**src/rtl/kvrp_pkg.sv**
```systemverilog
`default_nettype none
package kvrp_pkg;

    localparam int unsigned CountW = 21;
    localparam logic [CountW-1:0] CountMax = {CountW{1'b1}};
    localparam logic [CountW-1:0] CapReset = 21'd65536;
    localparam logic [4:0] MaxIdDigits = 5'd20;
    localparam int unsigned QDepth = 4;
    localparam int unsigned QPtrW = 2;

    typedef enum logic [2:0] {
        TOK_KEY    = 3'd0,
        TOK_KEYEND = 3'd1,
        TOK_VAL    = 3'd2,
        TOK_LINE   = 3'd3,
        TOK_REC    = 3'd4
    } token_t;

    typedef enum logic [2:0] {
        ST_OK       = 3'd0,
        ST_NO_EQ    = 3'd1,
        ST_BAD_ID   = 3'd2,
        ST_OVERFLOW = 3'd3,
        ST_MISSING  = 3'd4,
        ST_OVER_CAP = 3'd5
    } status_t;

    typedef enum logic [1:0] {
        CLS_OTHER = 2'd0,
        CLS_REQ   = 2'd1,
        CLS_TYPE  = 2'd2
    } key_class_t;

    // What the front end decided for one accepted byte.
    typedef enum logic [2:0] {
        OP_CONTENT = 3'd0, // content byte or CR, optionally preceded by a released CR
        OP_LINE    = 3'd1, // newline ending a line (a result only if the line had content)
        OP_NOP     = 3'd2, // byte that gives no result (not produced by the front end)
        OP_TERM    = 3'd3, // record terminator
        OP_CAP     = 3'd4  // over-cap failure
    } op_t;

    typedef struct packed {
        op_t        op;
        logic       cr_first;
        logic       emit_byte;
        logic [7:0] data;
    } cmd_t;

    localparam logic [7:0] ChNl = 8'h0A;
    localparam logic [7:0] ChCr = 8'h0D;
    localparam logic [7:0] ChEq = 8'h3D;
    localparam logic [7:0] ChZero = 8'h30;
    localparam logic [7:0] ChNine = 8'h39;

    function automatic logic [7:0] req_char(input logic [2:0] p);
        logic [7:0] c;
        begin
            unique case (p)
                3'd0: c = 8'h72;
                3'd1: c = 8'h65;
                3'd2: c = 8'h71;
                3'd3: c = 8'h5F;
                3'd4: c = 8'h69;
                3'd5: c = 8'h64;
                default: c = 8'h00;
            endcase
            return c;
        end
    endfunction

    function automatic logic [7:0] type_char(input logic [2:0] p);
        logic [7:0] c;
        begin
            unique case (p)
                3'd0: c = 8'h74;
                3'd1: c = 8'h79;
                3'd2: c = 8'h70;
                3'd3: c = 8'h65;
                default: c = 8'h00;
            endcase
            return c;
        end
    endfunction

endpackage
`default_nettype wire

```
**src/rtl/kvrp_front.sv**
```systemverilog
`default_nettype none
module kvrp_front (
    input  wire logic                       aclk,
    input  wire logic                       aresetn,
    input  wire logic                       cfg_valid,
    output logic                            cfg_ready,
    input  wire logic [20:0]                cfg_data,
    input  wire logic                       in_valid,
    output logic                            in_ready,
    input  wire logic [7:0]                 in_byte,
    output logic                            cmd_valid,
    input  wire logic                       cmd_ready,
    output kvrp_pkg::cmd_t                  cmd
);

    logic [20:0] cap_reg;
    logic [20:0] count_reg, count_next;
    logic        prev_nl_reg, prev_nl_next;
    logic        held_cr_reg, held_cr_next;
    logic        stopped_reg, stopped_next;
    logic [20:0] cnt_inc;
    logic        fire;

    assign cfg_ready = 1'b1;
    // The stop flag only keeps bytes from becoming commands; the back end reports the status.
    assign in_ready  = cmd_ready;
    assign cmd_valid = in_valid && !stopped_reg;
    assign fire      = in_valid && in_ready;
    assign cnt_inc   = (count_reg != kvrp_pkg::CountMax) ? count_reg + 21'd1 : count_reg;

    always_comb begin
        count_next   = count_reg;
        prev_nl_next = prev_nl_reg;
        held_cr_next = held_cr_reg;
        stopped_next = stopped_reg;
        cmd.op        = kvrp_pkg::OP_NOP;
        cmd.cr_first  = 1'b0;
        cmd.emit_byte = 1'b0;
        cmd.data      = in_byte;
        if (in_byte == kvrp_pkg::ChNl && prev_nl_reg) begin
            cmd.op       = kvrp_pkg::OP_TERM;
            count_next   = '0;
            prev_nl_next = 1'b0;
            held_cr_next = 1'b0;
        end else if (cnt_inc > cap_reg) begin
            cmd.op       = kvrp_pkg::OP_CAP;
            stopped_next = 1'b1;
        end else begin
            count_next = cnt_inc;
            if (in_byte == kvrp_pkg::ChNl) begin
                cmd.op       = kvrp_pkg::OP_LINE;
                held_cr_next = 1'b0;
                prev_nl_next = 1'b1;
            end else begin
                prev_nl_next  = 1'b0;
                cmd.op        = kvrp_pkg::OP_CONTENT;
                cmd.cr_first  = held_cr_reg;
                cmd.emit_byte = (in_byte != kvrp_pkg::ChCr);
                held_cr_next  = (in_byte == kvrp_pkg::ChCr);
            end
        end
    end

    always_ff @(posedge aclk) begin
        if (!aresetn) begin
            cap_reg     <= kvrp_pkg::CapReset;
            count_reg   <= '0;
            prev_nl_reg <= 1'b0;
            held_cr_reg <= 1'b0;
            stopped_reg <= 1'b0;
        end else begin
            if (cfg_valid) begin
                cap_reg <= cfg_data;
            end
            if (fire && !stopped_reg) begin
                count_reg   <= count_next;
                prev_nl_reg <= prev_nl_next;
                held_cr_reg <= held_cr_next;
                stopped_reg <= stopped_next;
            end
        end
    end

endmodule
`default_nettype wire

```
**src/rtl/kvrp_queue.sv**
```systemverilog
`default_nettype none
module kvrp_queue (
    input  wire logic            aclk,
    input  wire logic            aresetn,
    input  wire logic            wr_valid,
    output logic                 wr_ready,
    input  wire kvrp_pkg::cmd_t  wr_data,
    output logic                 rd_valid,
    input  wire logic            rd_ready,
    output kvrp_pkg::cmd_t       rd_data
);

    kvrp_pkg::cmd_t mem_reg [kvrp_pkg::QDepth];
    logic [kvrp_pkg::QPtrW-1:0] wp_reg, rp_reg;
    logic [kvrp_pkg::QPtrW:0]   fill_reg;
    logic                       push, pop;

    assign wr_ready = (fill_reg != kvrp_pkg::QPtrW'(0) + (kvrp_pkg::QPtrW+1)'(kvrp_pkg::QDepth));
    assign rd_valid = (fill_reg != '0);
    assign rd_data  = mem_reg[rp_reg];
    assign push     = wr_valid && wr_ready;
    assign pop      = rd_valid && rd_ready;

    always_ff @(posedge aclk) begin
        if (push) begin
            mem_reg[wp_reg] <= wr_data;
        end
    end

    always_ff @(posedge aclk) begin
        if (!aresetn) begin
            wp_reg   <= '0;
            rp_reg   <= '0;
            fill_reg <= '0;
        end else begin
            if (push) wp_reg <= wp_reg + 1'b1;
            if (pop)  rp_reg <= rp_reg + 1'b1;
            fill_reg <= fill_reg + (push ? 1'b1 : 1'b0) - (pop ? 1'b1 : 1'b0);
        end
    end

`ifndef SYNTHESIS
    a_no_overfill: assert property (@(posedge aclk) disable iff (!aresetn)
        fill_reg <= (kvrp_pkg::QPtrW+1)'(kvrp_pkg::QDepth))
        else $error("queue overfilled");
    a_ptr_gap: assert property (@(posedge aclk) disable iff (!aresetn)
        (wp_reg - rp_reg) == fill_reg[kvrp_pkg::QPtrW-1:0])
        else $error("queue pointers disagree with fill");
    a_fill_step: assert property (@(posedge aclk) disable iff (!aresetn)
        push && !pop |=> fill_reg == $past(fill_reg) + 1'b1)
        else $error("queue fill did not grow");
`endif

endmodule
`default_nettype wire

```
**src/rtl/kvrp_back.sv**
```systemverilog
`default_nettype none
module kvrp_back (
    input  wire logic            aclk,
    input  wire logic            aresetn,
    input  wire logic            cmd_valid,
    output logic                 cmd_ready,
    input  wire kvrp_pkg::cmd_t  cmd,
    output logic                 m_tvalid,
    input  wire logic            m_tready,
    output logic [79:0]          m_tdata,
    output logic                 m_tlast
);

    // Line state.
    logic        in_val_reg, has_cont_reg;
    logic [2:0]  mpos_reg;
    logic [1:0]  mflags_reg;
    logic [63:0] acc_reg;
    logic [4:0]  digits_reg;
    logic [1:0]  lerr_reg;
    // Record state.
    logic [2:0]  perr_reg;
    logic [63:0] saved_reg;
    logic        have_reg;
    // After a failed record every command is consumed without a result.
    logic        stop_reg;

    // A non-CR byte with a released CR gives two results; phase_reg marks the second.
    logic        phase_reg;

    logic [79:0] out_data_reg;
    logic        out_last_reg, out_valid_reg;

    logic        step;           // a command is processed this cycle (a result only if emit)
    logic        done;           // command fully handled
    logic        is_cr_phase;
    logic [7:0]  c;
    logic        out_free;
    logic [1:0]  kcls;

    // Next values.
    logic        in_val_next, has_cont_next;
    logic [2:0]  mpos_next;
    logic [1:0]  mflags_next;
    logic [63:0] acc_next;
    logic [4:0]  digits_next;
    logic [1:0]  lerr_next;
    logic [2:0]  perr_next;
    logic [63:0] saved_next;
    logic        have_next;
    logic        emit;
    logic        last_res;
    logic [2:0]  tok;
    logic [7:0]  ob;
    logic [1:0]  ocls;
    logic [2:0]  ost;
    logic [63:0] oid;
    logic [3:0]  dig;
    logic [67:0] acc10;
    logic [2:0]  st_rec;

    assign out_free    = !out_valid_reg || m_tready;
    assign is_cr_phase = cmd.cr_first && !phase_reg;
    assign c           = is_cr_phase ? kvrp_pkg::ChCr : cmd.data;
    assign step        = cmd_valid && out_free;
    assign done        = step && (stop_reg ||
                         !(is_cr_phase && cmd.emit_byte && cmd.op == kvrp_pkg::OP_CONTENT));
    assign cmd_ready   = done;

    always_comb begin
        if (mflags_reg[0] && mpos_reg == 3'd6)      kcls = kvrp_pkg::CLS_REQ;
        else if (mflags_reg[1] && mpos_reg == 3'd4) kcls = kvrp_pkg::CLS_TYPE;
        else                                       kcls = kvrp_pkg::CLS_OTHER;
    end

    assign dig   = 4'(c - kvrp_pkg::ChZero);
    assign acc10 = {4'd0, acc_reg} * 68'd10 + {64'd0, dig};

    always_comb begin
        in_val_next   = in_val_reg;
        has_cont_next = has_cont_reg;
        mpos_next     = mpos_reg;
        mflags_next   = mflags_reg;
        acc_next      = acc_reg;
        digits_next   = digits_reg;
        lerr_next     = lerr_reg;
        perr_next     = perr_reg;
        saved_next    = saved_reg;
        have_next     = have_reg;
        emit = 1'b0;
        tok  = kvrp_pkg::TOK_KEY;
        ob   = '0;
        ocls = '0;
        ost  = '0;
        oid  = '0;
        st_rec = perr_reg;
        if (perr_reg == kvrp_pkg::ST_OK && !have_reg) st_rec = kvrp_pkg::ST_MISSING;
        unique case (cmd.op)
            kvrp_pkg::OP_CONTENT: begin
                if (is_cr_phase || cmd.emit_byte) begin
                    emit = 1'b1;
                    has_cont_next = 1'b1;
                    if (in_val_reg) begin
                        tok = kvrp_pkg::TOK_VAL;
                        ob  = c;
                        if (kcls == kvrp_pkg::CLS_REQ) begin
                            if (digits_reg <= kvrp_pkg::MaxIdDigits)
                                digits_next = digits_reg + 5'd1;
                            if (lerr_reg == 2'd0) begin
                                if (c < kvrp_pkg::ChZero || c > kvrp_pkg::ChNine)
                                    lerr_next = 2'd1;
                                else if (acc10[67:64] != 4'd0)
                                    lerr_next = 2'd2;
                                else
                                    acc_next = acc10[63:0];
                            end
                        end
                    end else if (c == kvrp_pkg::ChEq) begin
                        in_val_next = 1'b1;
                        tok  = kvrp_pkg::TOK_KEYEND;
                        ocls = kcls;
                    end else begin
                        if (!(mpos_reg < 3'd6 && kvrp_pkg::req_char(mpos_reg) == c))
                            mflags_next[0] = 1'b0;
                        if (!(mpos_reg < 3'd4 && kvrp_pkg::type_char(mpos_reg) == c))
                            mflags_next[1] = 1'b0;
                        if (mpos_reg < 3'd7) mpos_next = mpos_reg + 3'd1;
                        tok = kvrp_pkg::TOK_KEY;
                        ob  = c;
                    end
                end
            end
            kvrp_pkg::OP_LINE: begin
                if (has_cont_reg) begin
                    emit = 1'b1;
                    tok  = kvrp_pkg::TOK_LINE;
                    if (perr_reg == kvrp_pkg::ST_OK) begin
                        if (!in_val_reg) begin
                            perr_next = kvrp_pkg::ST_NO_EQ;
                        end else if (kcls == kvrp_pkg::CLS_REQ) begin
                            if (digits_reg == 5'd0 || digits_reg > kvrp_pkg::MaxIdDigits)
                                perr_next = kvrp_pkg::ST_BAD_ID;
                            else if (lerr_reg != 2'd0)
                                perr_next = {1'b0, lerr_reg} + 3'd1;
                            else begin
                                saved_next = acc_reg;
                                have_next  = 1'b1;
                            end
                        end
                    end
                end
                in_val_next = 1'b0; has_cont_next = 1'b0; mpos_next = '0;
                mflags_next = 2'b11; acc_next = '0; digits_next = '0; lerr_next = '0;
            end
            kvrp_pkg::OP_TERM: begin
                emit = 1'b1;
                tok  = kvrp_pkg::TOK_REC;
                ost  = st_rec;
                oid  = saved_reg;
                in_val_next = 1'b0; has_cont_next = 1'b0; mpos_next = '0;
                mflags_next = 2'b11; acc_next = '0; digits_next = '0; lerr_next = '0;
                perr_next = '0; saved_next = '0; have_next = 1'b0;
            end
            kvrp_pkg::OP_CAP: begin
                emit = 1'b1;
                tok  = kvrp_pkg::TOK_REC;
                ost  = kvrp_pkg::ST_OVER_CAP;
                oid  = saved_reg;
            end
            default: begin
                emit = 1'b0;
            end
        endcase
        if (stop_reg) emit = 1'b0;
        last_res = !(is_cr_phase && cmd.emit_byte && cmd.op == kvrp_pkg::OP_CONTENT);
    end

    always_ff @(posedge aclk) begin
        if (step && emit) begin
            out_data_reg <= {oid, ost, ocls, ob, tok};
            out_last_reg <= last_res;
        end
    end

    always_ff @(posedge aclk) begin
        if (!aresetn) begin
            out_valid_reg <= 1'b0;
            phase_reg     <= 1'b0;
            stop_reg      <= 1'b0;
            in_val_reg    <= 1'b0;
            has_cont_reg  <= 1'b0;
            mpos_reg      <= '0;
            mflags_reg    <= 2'b11;
            acc_reg       <= '0;
            digits_reg    <= '0;
            lerr_reg      <= '0;
            perr_reg      <= '0;
            saved_reg     <= '0;
            have_reg      <= 1'b0;
        end else begin
            if (out_free) out_valid_reg <= step && emit;
            if (step && (cmd.op == kvrp_pkg::OP_CAP ||
                         (cmd.op == kvrp_pkg::OP_TERM && st_rec != kvrp_pkg::ST_OK))) begin
                stop_reg <= 1'b1;
            end
            if (step) begin
                phase_reg    <= !done;
                in_val_reg   <= in_val_next;
                has_cont_reg <= has_cont_next;
                mpos_reg     <= mpos_next;
                mflags_reg   <= mflags_next;
                acc_reg      <= acc_next;
                digits_reg   <= digits_next;
                lerr_reg     <= lerr_next;
                perr_reg     <= perr_next;
                saved_reg    <= saved_next;
                have_reg     <= have_next;
            end
        end
    end

    assign m_tvalid = out_valid_reg;
    assign m_tdata  = out_data_reg;
    assign m_tlast  = out_last_reg;

`ifndef SYNTHESIS
    a_out_hold: assert property (@(posedge aclk) disable iff (!aresetn)
        m_tvalid && !m_tready |=> m_tvalid && $stable(m_tdata))
        else $error("result changed while stalled");
    a_phase_only_cr: assert property (@(posedge aclk) disable iff (!aresetn)
        phase_reg |-> cmd_valid && cmd.cr_first)
        else $error("second phase without released CR");
    a_first_not_last: assert property (@(posedge aclk) disable iff (!aresetn)
        step && emit && !done |=> !m_tlast)
        else $error("released CR marked last");
`endif

endmodule
`default_nettype wire

```
**src/rtl/key_value_record_parser_unit.sv**
```systemverilog
// Path: a byte's first result goes through the command queue and the output register;
// a second result, for a byte that releases a held CR, follows it from the same register.
// Throughput: one byte per cycle while the queue has room; a CR release costs the back end
// an extra step, which the 4-entry queue absorbs in bursts.
// Result-side stalls also hold the flow back. Reset: aresetn, synchronous active low,
// clears all parser state, sets the cap register to 65536 and clears the stop flags.
`default_nettype none
module key_value_record_parser_unit (
    input  wire logic        aclk,
    input  wire logic        aresetn,
    input  wire logic        cfg_valid,
    output logic             cfg_ready,
    input  wire logic [20:0] cfg_data,
    input  wire logic        s_tvalid,
    output logic             s_tready,
    input  wire logic [7:0]  s_tdata,   // in_byte
    output logic             m_tvalid,
    input  wire logic        m_tready,
    output logic [79:0]      m_tdata,   // token, out_byte, key_class, status, request_id
    output logic             m_tlast    // last
);

    logic           f_valid, f_ready, q_valid, q_ready;
    kvrp_pkg::cmd_t f_cmd, q_cmd;

    kvrp_front u_front (
        .aclk(aclk), .aresetn(aresetn),
        .cfg_valid(cfg_valid), .cfg_ready(cfg_ready), .cfg_data(cfg_data),
        .in_valid(s_tvalid), .in_ready(s_tready), .in_byte(s_tdata),
        .cmd_valid(f_valid), .cmd_ready(f_ready), .cmd(f_cmd)
    );

    kvrp_queue u_queue (
        .aclk(aclk), .aresetn(aresetn),
        .wr_valid(f_valid), .wr_ready(f_ready), .wr_data(f_cmd),
        .rd_valid(q_valid), .rd_ready(q_ready), .rd_data(q_cmd)
    );

    kvrp_back u_back (
        .aclk(aclk), .aresetn(aresetn),
        .cmd_valid(q_valid), .cmd_ready(q_ready), .cmd(q_cmd),
        .m_tvalid(m_tvalid), .m_tready(m_tready), .m_tdata(m_tdata), .m_tlast(m_tlast)
    );

endmodule
`default_nettype wire

```
**config.mk**
```make
export PLATFORM = sky130hd
export DESIGN_NAME = key_value_record_parser_unit
export DESIGN_NICKNAME = d
export VERILOG_FILES = /design/src/rtl/kvrp_pkg.sv /design/src/rtl/kvrp_front.sv /design/src/rtl/kvrp_queue.sv /design/src/rtl/kvrp_back.sv /design/src/rtl/key_value_record_parser_unit.sv
export SDC_FILE = /design/constraint.sdc
export NUM_CORES = 1
export LEC_CHECK = 0
export BUFFER_PORTS_ARGS = -buffer_cell sky130_fd_sc_hd__buf_2
export CORE_ASPECT_RATIO = 1.4
export CORE_MARGIN = 5
export CORE_UTILIZATION = 40
export DETAILED_ROUTE_END_ITERATION = 10
export PLACE_DENSITY = 0.67
export SETUP_SLACK_MARGIN = 0.3
export SYNTH_ARGS = -nofsm -noshare
export SYNTH_HDL_FRONTEND = slang
export SYNTH_SLANG_ARGS = --single-unit
```
**constraint.sdc**
```tcl
create_clock -name aclk -period 18.2 [get_ports aclk]
set_input_delay 1.82 -clock aclk [delete_from_list [all_inputs] [get_ports aclk]]
set_output_delay 1.82 -clock aclk [all_outputs]
set_load 0.05 [all_outputs]
```
==> report_table.html <==
<table>
<tr><th>Metric</th><th>Value</th></tr>
<tr><th colspan="2">Run status</th></tr>
<tr><td>Run status</td><td>finished, final reports clean</td></tr>
<tr><th colspan="2">Floorplan</th></tr>
<tr><td>Number of ports placed on the die boundary</td><td>between 100 and 150</td></tr>
<tr><td>Effective utilization at floorplan</td><td>0.4029</td></tr>
<tr><td>Floorplan Core Area</td><td>roughly 52000 sq um</td></tr>
<tr><td>DIE HEIGHT</td><td>280.5 microns</td></tr>
<tr><td>Die Area</td><td>57020 sq um</td></tr>
<tr><td>Die extent in x</td><td>203.2 microns</td></tr>
<tr><td>Num rows</td><td>a little under 100</td></tr>
<tr><th colspan="2">Final layout</th></tr>
<tr><td>Count of filler cells inserted in the layout</td><td>around 5000</td></tr>
<tr><td>Leading cell types in the layout, fill and taps excluded</td><td>sky130_fd_sc_hd__nand2_1, sky130_fd_sc_hd__dfxtp_1, sky130_fd_sc_hd__nand3_1</td></tr>
<tr><td>Multi-input logic area</td><td>about 12000 sq um</td></tr>
<tr><td>Number of flip-flops under the largest register name</td><td>80</td></tr>
<tr><td>Fraction of final layout cells sized beyond drive strength 1</td><td>0.1059</td></tr>
<tr><td>Area growth syn-to-layout</td><td>10.74%</td></tr>
<tr><td>Most frequent standard cell in the layout excluding fill and tap cells</td><td>sky130_fd_sc_hd__nand2_1</td></tr>
<tr><td>NumNets Final</td><td>approximately 2600</td></tr>
<tr><td>Sequential cell area</td><td>~8100 sq um</td></tr>
<tr><td>Ant diodes</td><td>0</td></tr>
<tr><th colspan="2">Yosys</th></tr>
<tr><td>Sequential element share of the synthesized area</td><td>0.3853</td></tr>
<tr><td>Share of the synthesized area in the top cell type</td><td>0.1943</td></tr>
<tr><td>Top cells by area in the synthesized netlist</td><td>sky130_fd_sc_hd__dfxtp_1, sky130_fd_sc_hd__edfxtp_1, sky130_fd_sc_hd__ha_1</td></tr>
<tr><td>Cells after synthesis</td><td>~2300</td></tr>
<tr><td>Number of synthesized flops with an enable pin</td><td>133</td></tr>
<tr><td>Post-synth top flop</td><td>sky130_fd_sc_hd__dfxtp_1</td></tr>
<tr><td>Syn Nets</td><td>2537</td></tr>
<tr><td>Cell type with the largest total area after synthesis</td><td>sky130_fd_sc_hd__dfxtp_1</td></tr>
<tr><td>Yosys warnings</td><td>0</td></tr>
<tr><td>Share of flip-flops with an asynchronous set or reset after synthesis</td><td>0</td></tr>
<tr><td>Netlist area before placement</td><td>20910 sq um</td></tr>
<tr><td>Synthesized flop and latch total</td><td>roughly 340</td></tr>
<tr><td>Number of distinct library cell variants in the gate-level netlist after synthesis</td><td>95</td></tr>
<tr><td>Mean Syn Cell Area</td><td>8.952 sq um</td></tr>
<tr><th colspan="2">STA</th></tr>
<tr><td>Achievable clock frequency</td><td>144.2 MHz</td></tr>
<tr><td>Total count of hold-check failures in the final report</td><td>0</td></tr>
<tr><td>Number of pins exceeding their max-slew limit in the final report</td><td>0</td></tr>
<tr><td>Clock Skew</td><td>18.37 ps</td></tr>
<tr><td>Minimum setup slack in the final design</td><td>11260 ps</td></tr>
<tr><td>Sum Neg Setup Slack</td><td>0 ps</td></tr>
<tr><td>Share of the cycle needed by the critical path after routing</td><td>0.3811</td></tr>
<tr><td>Worst max-slew margin expressed relative to the limit</td><td>0.2480</td></tr>
<tr><td>Final setup violation count</td><td>0</td></tr>
<tr><td>Fin crit period</td><td>6936 ps</td></tr>
<tr><td>Transition time at the pin with the least slew margin</td><td>1124 ps</td></tr>
<tr><td>Setup repair after global routing missed its margin</td><td>no</td></tr>
<tr><th colspan="2">Detailed routing</th></tr>
<tr><td>Number of nets still failing antenna checks after routing</td><td>0</td></tr>
<tr><td>Vias per std cell</td><td>approximately 5.7</td></tr>
<tr><td>Number of design-rule violations left by the first detailed-router iteration</td><td>814</td></tr>
<tr><td>Remaining design rule violation count</td><td>0</td></tr>
<tr><td>Routed wire per std cell</td><td>19.84 microns</td></tr>
<tr><td>Via count</td><td>17350</td></tr>
<tr><td>Total length of routed wires</td><td>60780 microns</td></tr>
<tr><td>Pre-antenna DRT Iters</td><td>5</td></tr>
<tr><th colspan="2">GRT</th></tr>
<tr><td>Pin count of the biggest net entering global routing</td><td>104</td></tr>
<tr><td>First-pass GRT wire length</td><td>95510 microns</td></tr>
<tr><td>Overflow left after global routing</td><td>0</td></tr>
<tr><td>Number of antenna violations at the first check in global routing</td><td>0</td></tr>
<tr><td>Number of global-route vias before repair</td><td>17800</td></tr>
<tr><td>GRT Overall Usage</td><td>0.2087</td></tr>
<tr><th colspan="2">Setup path</th></tr>
<tr><td>Crit path buffers/inverters</td><td>2</td></tr>
<tr><td>Biggest fanout along the worst timing path</td><td>70</td></tr>
<tr><td>Crit Path Category</td><td>reg -&gt; reg</td></tr>
<tr><td>Highest-delay cell along the critical path</td><td>sky130_fd_sc_hd__dfxtp_1</td></tr>
<tr><td>Reg2reg path depth</td><td>17</td></tr>
<tr><td>Slowest Stage Delay on Critical Path</td><td>870 ps</td></tr>
<tr><td>Most used cell, CP</td><td>sky130_fd_sc_hd__a21o_1</td></tr>
<tr><td>Kind of end point of the critical path</td><td>register</td></tr>
<tr><td>Reg2reg end</td><td>u_back.acc_reg[6]</td></tr>
<tr><td>Crit-path cells</td><td>mux4_2, nor2b_1, nor2_1, inv_1, ha_1, a21o_1, a21o_1, nand2_1, nor4_1, nand4_1, nor3_2, nand4b_2, o2111ai_1, a31o_4, buf_4, nand3_1, o41ai_2</td></tr>
<tr><td>Gate family responsible for the most delay along the worst path</td><td>simple AND/OR/NAND/NOR gates</td></tr>
<tr><td>Startpoint Class</td><td>register</td></tr>
<tr><td>Data arrival time of the worst path</td><td>roughly 7400 ps</td></tr>
<tr><td>Data required time at the worst endpoint</td><td>18670 ps</td></tr>
<tr><td>Flop2flop setup slack</td><td>11260 ps</td></tr>
<tr><th colspan="2">Hold path</th></tr>
<tr><td>Path type of the worst min-delay path</td><td>reg -&gt; reg</td></tr>
<tr><td>Worst hold stages</td><td>2</td></tr>
<tr><td>Hold Path Sink</td><td>u_back.saved_reg[46]</td></tr>
<tr><td>Start point of the worst hold path</td><td>u_back.saved_reg[46]</td></tr>
<tr><th colspan="2">Power</th></tr>
<tr><td>Leakage</td><td>0.009136 uW</td></tr>
<tr><td>Power density normalized to cell area</td><td>roughly 110 nW/um^2</td></tr>
<tr><td>Peak ir drop on the vdd network</td><td>~0.084 mV</td></tr>
<tr><th colspan="2">CTS</th></tr>
<tr><td>Number of H-tree levels</td><td>2</td></tr>
<tr><td>TritonCTS clock tree</td><td>yes</td></tr>
<tr><td>CTS sink count</td><td>336</td></tr>
<tr><td>CTS-repair resized insts</td><td>0</td></tr>
<tr><td>Clock transition time at the flip-flop clock pins of the worst setup and hold paths</td><td>around 60 ps</td></tr>
<tr><td>Number of CTS-inserted buffers</td><td>37</td></tr>
<tr><td>Postcts setup bufs</td><td>0</td></tr>
<tr><td>Number of buffers on the longest clock path</td><td>3</td></tr>
<tr><td>Root Buffer</td><td>sky130_fd_sc_hd__clkbuf_16</td></tr>
<tr><td>Cts hold-fix bufs</td><td>0</td></tr>
<tr><td>Clk Latency, worst-skew pair</td><td>580 ps</td></tr>
<tr><th colspan="2">Placed design</th></tr>
<tr><td>Routability congestion estimate</td><td>roughly 0.99</td></tr>
<tr><td>Port Buf Inserts</td><td>116</td></tr>
<tr><td>Post-detailed-placement half-perimeter wirelength</td><td>46920 microns</td></tr>
<tr><td>Post-Place Worst Slack</td><td>between 10000 and 15000 ps</td></tr>
<tr><th colspan="2">Job</th></tr>
<tr><td>Number of maximum-capacitance violations</td><td>0</td></tr>
</table>
[Yosys cell counts (all sizes together), types with 14 or more instances]
| cell type | n |
|---|---|
| nand2 | 274 |
| dfxtp | 203 |
| nand3 | 168 |
| ha | 164 |
| nor2 | 158 |
| o21ai | 151 |
| edfxtp | 133 |
| a21oi | 117 |
| clkbuf | 94 |
| and2 | 89 |
| xnor2 | 75 |
| a21boi | 70 |
| inv | 61 |
| nand4 | 54 |
| xor2 | 51 |
| nor3 | 43 |
| buf | 35 |
| a21o | 34 |
| nor2b | 31 |
| mux2i | 30 |
| o21a | 20 |
| and3 | 19 |
| nor4 | 19 |
| a22o | 16 |
| o211ai | 14 |
[layer usage]
| layer | wire length, microns | GRT usage |
|---|---|---|
| met2 | 31870 | 0.3962 |
| met1 | 21970 | 0.2100 |
| met4 | 4542 | 0.1350 |
| met3 | 2397 | 0.03168 |
| met5 | 0 | 0 |
[how the worst max path moves through the flow]
stage	cells past startpoint	slack [ps]	endpoint
3_3_place_gp	17	11450	u_back.acc_reg[6]
5_1_grt	17	10450	u_back.acc_reg[6]
6_report	17	11260	u_back.acc_reg[6]
3_5_place_dp	17	11190	u_back.acc_reg[6]
4_1_cts	17	11150	u_back.acc_reg[6]
2_1_floorplan	9	9380	u_back.m_tdata[0]
[layout make-up]
| cell class | instances | share of cell area |
|---|---|---|
| inverters | 62 | 0.01005 |
| well taps | 656 | 0.03544 |
| multi-input cells | 1809 | 0.5233 |
| flip-flops and latches | 336 | 0.3480 |
| repair buffers | 132 | 0.03037 |
| clock inverters | 21 | 0.009996 |
| clock buffers | 47 | 0.04290 |
[worst min-delay path, cell delays in order (launching register included)]
cell and delay, ps:
sky130_fd_sc_hd__dfxtp_1 310, sky130_fd_sc_hd__nand2_1 40, sky130_fd_sc_hd__a21boi_0 60
[power by group]
group / total, uW / internal [uW] / switching, uW / leakage (uW)
clock network: 763 / 435 / 328 / 0.000599
logic: 789 / 190 / 598 / 0.00562
registers: 965 / 912 / 52.2 / 0.00292
[metrics by stage]
stage | power, uW | hold slack, ps | utilization | instances | instance area, sq um
final | 2516 | 457.3 | 0.4462 | 3063 | 23160
after global routing | 2646 | 478.9 | 0.4462 | 3063 | 23160
after CTS | 2549 | 459.5 | 0.4462 | 3063 | 23160
after detailed placement | 1779 | 445.1 | 0.4226 | 2995 | 21930
after global placement | 1762 | 429.6 | 0.4226 | 2995 | 21930
after floorplan | 1588 | 418.9 | - | 2336 | 20910
[kinds of logic (layout without fill, tap and decap cells)]
| family | after synthesis | count (layout) | share of synthesized area |
|---|---|---|---|
| simple gates | 932 | 932 | 0.2222 |
| compound gates | 536 | 536 | 0.1708 |
| flops | 336 | 336 | 0.3853 |
| buf+inv | 191 | 262 | 0.03680 |
| fa+ha+maj | 167 | 167 | 0.1010 |
| xor+xnor | 126 | 126 | 0.05313 |
| mux | 47 | 47 | 0.03052 |
| other cells | 1 | 1 | 0.0001793 |
Note: power is estimated with default switching activity, not from simulation.
